[src/hw/rtl/hsvc_pkg.sv]
// ----------------------------------------------------------------------------
// hsvc_pkg
// Shared constants, types and the reciprocal constants used by the HSV to
// RGB565 pixel pipeline.
// ----------------------------------------------------------------------------
package hsvc_pkg;

  // Field widths
  localparam int HueW   = 10;
  localparam int LevelW = 8;
  localparam int PixW   = 16;

  // Reduced hue (0..359), sector offset (0..59)
  localparam int HmodW  = 9;
  localparam int OffW   = 6;

  // Level and sector geometry
  localparam int LevelMax   = 255;
  localparam int SectorSpan = 60;
  localparam int FullCircle = 360;
  localparam int FracDen    = LevelMax * SectorSpan;   // 15300

  // s * offset term and 15300 - term: 0..15300
  localparam int TermW = 14;
  // v * (255 - s): 0..65025
  localparam int PnumW = 16;
  // v * (15300 - term): 0..3901500
  localparam int QnumW = 22;

  // Exact reciprocal multiply: floor(x / d) = (x * m) >> (n + l),
  // m = ceil(2^(n+l) / d), 2^l >= d, x < 2^n
  localparam int PShift = PnumW + 8;
  localparam int PRecW  = 17;
  localparam logic [PRecW-1:0] PRecip =
    PRecW'(((64'd1 << PShift) + 64'(LevelMax) - 64'd1) / 64'(LevelMax));

  localparam int QShift = QnumW + 14;
  localparam int QRecW  = 23;
  localparam logic [QRecW-1:0] QRecip =
    QRecW'(((64'd1 << QShift) + 64'(FracDen) - 64'd1) / 64'(FracDen));

  // 60-degree hue sectors
  typedef enum logic [2:0] {
    SEC_RED_YEL  = 3'd0,
    SEC_YEL_GRN  = 3'd1,
    SEC_GRN_CYN  = 3'd2,
    SEC_CYN_BLU  = 3'd3,
    SEC_BLU_MAG  = 3'd4,
    SEC_MAG_RED  = 3'd5
  } sector_t;

endpackage

[src/hw/rtl/hsv_to_rgb565_converter_core.sv]
// ----------------------------------------------------------------------------
// hsv_to_rgb565_converter_core
// Six-stage pipeline that turns a hue/saturation/value item into one packed
// RGB565 pixel word, using exact integer rationals and reciprocal multiplies.
// ----------------------------------------------------------------------------
//  channel  | direction | handshake            | payload
//  ---------+-----------+----------------------+-------------------------------
//  hsv      | input     | hsv_valid/hsv_stall  | hue_deg, sat_level, val_level
//  rgb      | output    | rgb_valid/rgb_stall  | rgb565_word
//
// One item enters per clock while hsv_stall is low; each result is valid once its
// item has passed all six stages, the last of them being the output register.
// The stages run in the chain hue reduce, sector split, products, numerators,
// reciprocal multiply, select and pack. rst clears the stage valid bits only.
// A stall on rgb while rgb_valid is high freezes the whole pipeline and raises
// hsv_stall; nothing is lost.
// ----------------------------------------------------------------------------
module hsv_to_rgb565_converter_core
  import hsvc_pkg::*;
(
  input  logic              clk,
  input  logic              rst,
  input  logic              hsv_valid,
  output logic              hsv_stall,
  input  logic [HueW-1:0]   hue_deg,
  input  logic [LevelW-1:0] sat_level,
  input  logic [LevelW-1:0] val_level,
  output logic              rgb_valid,
  input  logic              rgb_stall,
  output logic [PixW-1:0]   rgb565_word
);

  // Pipeline advance: hold everything while the output item is stalled
  logic adv;
  assign adv       = !(rgb_valid && rgb_stall);
  assign hsv_stall = !adv;

  // Stage valid bits
  logic vld1, vld2, vld3, vld4, vld5;

  always_ff @(posedge clk) begin
    if (rst) begin
      vld1      <= 1'b0;
      vld2      <= 1'b0;
      vld3      <= 1'b0;
      vld4      <= 1'b0;
      vld5      <= 1'b0;
      rgb_valid <= 1'b0;
    end else if (adv) begin
      vld1      <= hsv_valid;
      vld2      <= vld1;
      vld3      <= vld2;
      vld4      <= vld3;
      vld5      <= vld4;
      rgb_valid <= vld5;
    end
  end

  // ---------------- Stage 1: reduce hue modulo 360 ----------------
  logic [HmodW-1:0]  s1_hue;
  logic [LevelW-1:0] s1_sat, s1_val;
  logic [HmodW-1:0]  hue_mod_next;

  always_comb begin
    priority if (hue_deg >= HueW'(2 * FullCircle)) begin
      hue_mod_next = HmodW'(hue_deg - HueW'(2 * FullCircle));
    end else if (hue_deg >= HueW'(FullCircle)) begin
      hue_mod_next = HmodW'(hue_deg - HueW'(FullCircle));
    end else begin
      hue_mod_next = HmodW'(hue_deg);
    end
  end

  always_ff @(posedge clk) begin
    if (adv) begin
      s1_hue <= hue_mod_next;
      s1_sat <= sat_level;
      s1_val <= val_level;
    end
  end

  // ---------------- Stage 2: sector split, p numerator ----------------
  sector_t           s2_sec;
  logic [OffW-1:0]   s2_off;
  logic [LevelW-1:0] s2_sat, s2_val;
  logic [PnumW-1:0]  s2_pnum;
  sector_t           sec_next;
  logic [HmodW-1:0]  base_next;

  always_comb begin
    priority if (s1_hue < HmodW'(SectorSpan)) begin
      sec_next  = SEC_RED_YEL;
      base_next = HmodW'(0);
    end else if (s1_hue < HmodW'(2 * SectorSpan)) begin
      sec_next  = SEC_YEL_GRN;
      base_next = HmodW'(SectorSpan);
    end else if (s1_hue < HmodW'(3 * SectorSpan)) begin
      sec_next  = SEC_GRN_CYN;
      base_next = HmodW'(2 * SectorSpan);
    end else if (s1_hue < HmodW'(4 * SectorSpan)) begin
      sec_next  = SEC_CYN_BLU;
      base_next = HmodW'(3 * SectorSpan);
    end else if (s1_hue < HmodW'(5 * SectorSpan)) begin
      sec_next  = SEC_BLU_MAG;
      base_next = HmodW'(4 * SectorSpan);
    end else begin
      sec_next  = SEC_MAG_RED;
      base_next = HmodW'(5 * SectorSpan);
    end
  end

  always_ff @(posedge clk) begin
    if (adv) begin
      s2_sec  <= sec_next;
      s2_off  <= OffW'(s1_hue - base_next);
      s2_sat  <= s1_sat;
      s2_val  <= s1_val;
      s2_pnum <= PnumW'(s1_val) * PnumW'(LevelW'(LevelMax) - s1_sat);
    end
  end

  // ---------------- Stage 3: q/t terms, p reciprocal product ----------------
  sector_t                s3_sec;
  logic [LevelW-1:0]      s3_val;
  logic [TermW-1:0]       s3_qden, s3_tden;
  logic [PnumW+PRecW-1:0] s3_pprod;
  logic [OffW-1:0]        off_rem;
  logic [TermW-1:0]       q_term, t_term;

  always_comb begin
    off_rem = OffW'(SectorSpan) - s2_off;
    q_term  = TermW'(s2_sat) * TermW'(s2_off);
    t_term  = TermW'(s2_sat) * TermW'(off_rem);
  end

  always_ff @(posedge clk) begin
    if (adv) begin
      s3_sec   <= s2_sec;
      s3_val   <= s2_val;
      s3_qden  <= TermW'(FracDen) - q_term;
      s3_tden  <= TermW'(FracDen) - t_term;
      s3_pprod <= (PnumW+PRecW)'(s2_pnum) * (PnumW+PRecW)'(PRecip);
    end
  end

  // ---------------- Stage 4: q/t numerators, p quotient ----------------
  sector_t           s4_sec;
  logic [LevelW-1:0] s4_val, s4_p;
  logic [QnumW-1:0]  s4_qnum, s4_tnum;

  always_ff @(posedge clk) begin
    if (adv) begin
      s4_sec  <= s3_sec;
      s4_val  <= s3_val;
      s4_p    <= s3_pprod[PShift +: LevelW];
      s4_qnum <= QnumW'(s3_val) * QnumW'(s3_qden);
      s4_tnum <= QnumW'(s3_val) * QnumW'(s3_tden);
    end
  end

  // ---------------- Stage 5: q/t reciprocal products ----------------
  sector_t                s5_sec;
  logic [LevelW-1:0]      s5_val, s5_p;
  logic [QnumW+QRecW-1:0] s5_qprod, s5_tprod;

  always_ff @(posedge clk) begin
    if (adv) begin
      s5_sec   <= s4_sec;
      s5_val   <= s4_val;
      s5_p     <= s4_p;
      s5_qprod <= (QnumW+QRecW)'(s4_qnum) * (QnumW+QRecW)'(QRecip);
      s5_tprod <= (QnumW+QRecW)'(s4_tnum) * (QnumW+QRecW)'(QRecip);
    end
  end

  // ---------------- Stage 6: select channels, pack ----------------
  logic [LevelW-1:0] lvl_q, lvl_t;
  logic [LevelW-1:0] red, grn, blu;

  assign lvl_q = s5_qprod[QShift +: LevelW];
  assign lvl_t = s5_tprod[QShift +: LevelW];

  always_comb begin
    unique case (s5_sec)
      SEC_RED_YEL: begin red = s5_val; grn = lvl_t;  blu = s5_p;   end
      SEC_YEL_GRN: begin red = lvl_q;  grn = s5_val; blu = s5_p;   end
      SEC_GRN_CYN: begin red = s5_p;   grn = s5_val; blu = lvl_t;  end
      SEC_CYN_BLU: begin red = s5_p;   grn = lvl_q;  blu = s5_val; end
      SEC_BLU_MAG: begin red = lvl_t;  grn = s5_p;   blu = s5_val; end
      SEC_MAG_RED: begin red = s5_val; grn = s5_p;   blu = lvl_q;  end
      default:     begin red = s5_val; grn = s5_p;   blu = lvl_q;  end
    endcase
  end

  always_ff @(posedge clk) begin
    if (adv) begin
      rgb565_word <= {red[7:3], grn[7:2], blu[7:3]};
    end
  end

endmodule
[config.mk]
export PLATFORM = sky130hd
export DESIGN_NAME = hsv_to_rgb565_converter_core
export DESIGN_NICKNAME = d
export VERILOG_FILES = /design/src/hw/rtl/hsvc_pkg.sv /design/src/hw/rtl/hsv_to_rgb565_converter_core.sv
export SDC_FILE = /design/constraint.sdc
export NUM_CORES = 2
export LEC_CHECK = 0
export ABC_CLOCK_PERIOD_IN_PS = 10880
export BUFFER_PORTS_ARGS = -buffer_cell sky130_fd_sc_hd__buf_4
export CORE_AREA = 2 2 354 216
export DETAILED_ROUTE_END_ITERATION = 8
export DIE_AREA = 0 0 356 218
export SLEW_MARGIN = 40
export SYNTH_ARGS = -nofsm -noshare
export SYNTH_HDL_FRONTEND = slang
export SYNTH_SLANG_ARGS = --single-unit
[constraint.sdc]
create_clock -name clk -period 10.88 [get_ports clk]
set_clock_uncertainty 0.05 [all_clocks]
set_input_delay 2.176 -clock clk [delete_from_list [all_inputs] [get_ports clk]]
set_output_delay 2.176 -clock clk [all_outputs]
set_load 0.01 [all_outputs]
# Yosys cells after proc, flatten, opt, wreduce, memory -nomap -nowiden
# Cells that the tools add are included.
[word_totals] word_cells=80 regBits=326 out_inout_bits=18 in_bits=30
[classes] add_sub_neg=7 n_reduce_logical=8 multipliers=8 eq_ne=4 n_lt_le_gt_ge=7 mux=14
[op_table] op="$mul 22x22->43 const B" n=2
[op_table] op="$pmux 8 s3" n=3
[op_table] op="$mul 8x14->22" n=2
[op_table] op="$mul 16x16->31 const B" n=1
[op_table] op="$mul 8x6->14" n=2
[op_table] op="$sub 14x14->14 const A" n=2
[op_table] op="$mux 6" n=4
[op_table] op="$lt 9x8->1 const B" n=2
[op_table] op="$mux 9" n=2
[op_table] op="$mul 9x9->16" n=1
[op_table] op="$ge 10x10->1 const B" n=1
[op_table] op="$ge 10x9->1 const B" n=1
[op_table] op="$reduce_or 2->1" n=5
[op_table] op="$lt 9x6->1 const B" n=1
[op_table] op="$lt 9x7->1 const B" n=1
[op_table] op="$lt 9x9->1 const B" n=1
[op_table] op="$sub 8x8->9 const A" n=1
[op_table] op="$sub 9x8->9 const B" n=1
[op_table] op="$sub 9x9->9 const B" n=1
[op_table] op="$eq 3x2->1 const B" n=2
[op_table] op="$sub 6x6->6" n=1
[op_table] op="$sub 6x6->6 const A" n=1
[op_table] op="$mux 5" n=1
[op_table] op="$mux 2" n=2
[op_table] op="6 further kinds" n=7

# Logic depth before layout (Yosys ltp)
[logic_depth] depth_word=7 depth_mapped=22 mapped_depth_nobuf=22

# Worst setup path before layout
# No wires, ideal clock.
[synth_timing] kind="input -> output" start="in rgb_stall" end="out hsv_stall" t_arrival_ps=7737 slack_ps=917 cell_stages=2 t_required_ps=8654 path_buffers=0 cell_sequence="nand2_1 > inv_1"
[synth_between] elab_chain_len=1
[synth_lines] element="start, declared" line_no="hsv_to_rgb565_converter_core.sv:29" rtl="input logic rgb_stall,"
[synth_lines] element="$logic_and 1x1->1" line_no="hsv_to_rgb565_converter_core.sv:35" rtl="assign adv = !(rgb_valid && rgb_stall);"
[synth_lines] element="end, declared" line_no="hsv_to_rgb565_converter_core.sv:24" rtl="output logic hsv_stall,"
# No other way between the ends.

# Worst setup path after layout
[layout_timing] start="reg s4_tnum[18]" end="reg s5_tprod[43], data pin"
[layout_between] elab_chain_len=1
[layout_lines] element="start, declared" line_no="hsv_to_rgb565_converter_core.sv:149" rtl="logic [QnumW-1:0] s4_qnum, s4_tnum;"
[layout_lines] element="start signal, assigned" line_no="hsv_to_rgb565_converter_core.sv:157" rtl="s4_tnum <= QnumW'(s3_val) * QnumW'(s3_tden);"
[layout_lines] element="$mul 22x22->43" line_no="hsv_to_rgb565_converter_core.sv:172" rtl="s5_tprod <= (QnumW+QRecW)'(s4_tnum) * (QnumW+QRecW)'(QRecip);"
[layout_lines] element="end signal, assigned" line_no="hsv_to_rgb565_converter_core.sv:172"
[layout_lines] element="end, declared" line_no="hsv_to_rgb565_converter_core.sv:164" rtl="logic [QnumW+QRecW-1:0] s5_qprod, s5_tprod;"
# No other way between the ends.
# A chain may end at the register's enable or synchronous reset.

==> results.sh <==
export IMPL_syn_area_sq_um=33100
export IMPL_rsz0062_at_grt="false"
export IMPL_overflow=0
export IMPL_synth_top_area_share=0.276
export IMPL_cts_made_buffers=24
export IMPL_synth_warnings=0
export IMPL_synth_top_area_cell="fa_1"
export IMPL_final_hold_violation_count=0
export IMPL_place_hpwl_um=56400
export IMPL_final_nets=4356
export IMPL_num_vias=20800
export IMPL_route_detailed_vias_per_inst=4.93
export IMPL_drive_above_1_share=0.0373
export IMPL_fillers=6962
export IMPL_die_h_um=218
export IMPL_portBuffers=47
export IMPL_route_detailed_drc=0
export IMPL_num_io_pins=48
export IMPL_grt_max_degree=78
export IMPL_synth_mux_area_frac=0.00927
export IMPL_yosys_area_share_simple=0.103
export IMPL_clk_pin_slew_worst_paths_ns=0.06
export IMPL_ant_nets=0
export IMPL_startpoint_type="register"
export IMPL_worstPathMaxFanout=7
export IMPL_ys_seq_elements=217
export IMPL_r2r_setup_slack_ns=4.21
export IMPL_outcome="finished clean"
export IMPL_first_iter_violations=1207
export IMPL_clockBufferDepth=3
export IMPL_clk_latency_ns=0.54
export IMPL_synth_seq_area_share=0.195
export IMPL_highest_signal_layer="met5"
export IMPL_synthTopCellsByArea="fa_1 (28%), ha_1 (25%), edfxtp_1 (19%)"
export IMPL_die_x_um=356
export IMPL_h_tree_depth=1
export IMPL_synth_ff_type="edfxtp_1"
export IMPL_wirelength_um=67900
export IMPL_core_area_sq_um=74600
export IMPL_worst_pin_slew_ns=0.796
export IMPL_cts_root_buf="clkbuf_16"
export IMPL_synthXorXnorAreaFrac=0.0228
export IMPL_grt_pass1_vias=20900
export IMPL_final_max_slew_viol_count=0
export IMPL_layout_min_cycle_time_ns=6.67
export IMPL_synth_fa_ha_area_frac=0.531
export IMPL_critical_path_required_ns=11.12
export IMPL_place_gp_congestion=0.917
export IMPL_fmax_mhz=150
export IMPL_arrival_ns=6.91
export IMPL_synth_top_family_by_area="adder cells"
export IMPL_met1_length_um=38500
export IMPL_wl_met3_um=4290
export IMPL_synth_compound_area_frac=0.0534
export IMPL_syn_num_nets=4313
export IMPL_synthTopCellsByCount="inv_1 (710), ha_1 (674), fa_1 (456), edfxtp_1 (211), nand2_1 (197)"
export IMPL_min_path_type="register to register"
export IMPL_timing_final_crit_share=0.613
export IMPL_wl_per_cell_um=16.1
export IMPL_cp_end_kind="register"
export IMPL_holdBufCountCts=0
export IMPL_start_util=0.444
export IMPL_num_rows=78
export IMPL_first_pass_iters=5
export IMPL_cts_tree="done"
export IMPL_async_flop_share=0
export IMPL_syn_to_final_growth_pct=7.13
export IMPL_antenna_found_initial=1
export IMPL_post_cts_buffers=0
export IMPL_setup_viol=0
export IMPL_grt_usage=0.182
export IMPL_critPathKind="register to register"
export IMPL_diodes=0
export IMPL_max_slew_margin=0.468
export IMPL_met2_length_um=24100
export IMPL_postSynthCellCount=3153
export IMPL_grt_pass1_wl_um=114000
export IMPL_die_area_sq_um=77600
export IMPL_synth_avg_cell_area_sq_um=10.5
export IMPL_yosysUniqueCellTypes=63
export IMPL_cts_resized=0
export IMPL_synth_edf_count=211
export IMPL_cts_sinks=217
export IMPL_tns_ns=0
export IMPL_yosysMostFrequentCell="inv_1"
export IMPL_drv_cap=0
-- per-layer routing --
layer  GRT usage  up-vias
met5           0        -
met4      0.0277        2
met3      0.0376       54
met2       0.232      380
met1       0.309    10000
li1            -    10300
-- path summary, 6_finish.rpt --
check,from,cells past startpoint,end
setup / recovery,s4_tnum[18]$_DFFE_PN_,20,s5_tprod[43]$_DFFE_PN_
hold / removal,s2_val[0]$_DFFE_PN_,0,s3_val[0]$_DFFE_PN_
setup reg to reg,s4_tnum[18]$_DFFE_PN_,20,s5_tprod[43]$_DFFE_PN_
hold reg to reg,s2_val[0]$_DFFE_PN_,0,s3_val[0]$_DFFE_PN_
-- placed cells by master, fill, tap and decap left out, types with 16 or more instances in the layout --
cell,n
inv_1,710
o21ai_0,59
a21o_1,28
mux2i_1,16
nand2_1,196
ha_1,674
fa_1,456
clkbuf_16,25
nand2b_1,36
edfxtp_1,211
xnor2_1,60
buf_4,58
nand3_1,34
nor2_1,69
xor2_1,26
a21oi_1,88
nor3_1,28
and2_1,185
nor2b_1,47
-- sequential cells by signal, summed over array words and instances, names as in the netlist, 8 cells and up --
register,flops
s2_val,8
s2_sat,8
s4_qnum,22
s3_tden,13
s1_hue,9
s3_qden,14
s1_sat,8
s1_val,8
s2_pnum,16
s4_tnum,21
rgb565_word,16
s3_val,8
-- logic make-up after synthesis --
kind of cell,Yosys count
muxes,29
adders and majority gates,1130
and+or+nand+nor,659
DFF,217
xor gates and xnor gates,86
buffers and inverters,753
AOI/OAI and AO/OA,279
-- per-stage QoR --
| step | utilization | hold WS [ns] | std cells | instance area [sq um] | worst slack (ns) |
|---|---|---|---|---|---|
| after global placement | 0.464 | 0.351 | 4169 | 34600 | 4.13 |
| final | 0.475 | 0.357 | 4213 | 35400 | 4.21 |
| after CTS | 0.475 | 0.363 | 4212 | 35400 | 4.22 |
| after floorplan | - | 0.350 | 3153 | 33100 | 0.917 |
| after detailed placement | 0.464 | 0.355 | 4169 | 34600 | 4.21 |
| after global routing | 0.475 | 0.372 | 4213 | 35400 | 3.98 |
-- critical path: stages (launching register included) --
cell      delay (ns)
edfxtp_1        0.56
ha_1            0.40
inv_1           0.06
fa_1            0.48
inv_1           0.06
fa_1            0.47
ha_1            0.31
fa_1            0.49
fa_1            0.50
inv_1           0.05
fa_1            0.48
inv_1           0.04
ha_1            0.29
nand4_1         0.14
or4_1           0.53
a211o_1         0.28
a31o_1          0.31
a31o_1          0.31
a311oi_4        0.30
and4_1          0.26
nor3_2          0.05
-- final cells by class --
class | count | area [sq um] | share of cell area
timing repair buffer | 60 | 458 | 0.0129
inverter | 710 | 2670 | 0.0752
multi-input combinational | 2183 | 23800 | 0.672
tap | 1000 | 1250 | 0.0353
clock buffer | 27 | 633 | 0.0179
sequential | 217 | 6460 | 0.182
clock inverter | 16 | 168 | 0.00473
Power is left out: the tool's default activity adds up to more than one toggle a clock period on the data nets, which glitch-free logic cannot reach.
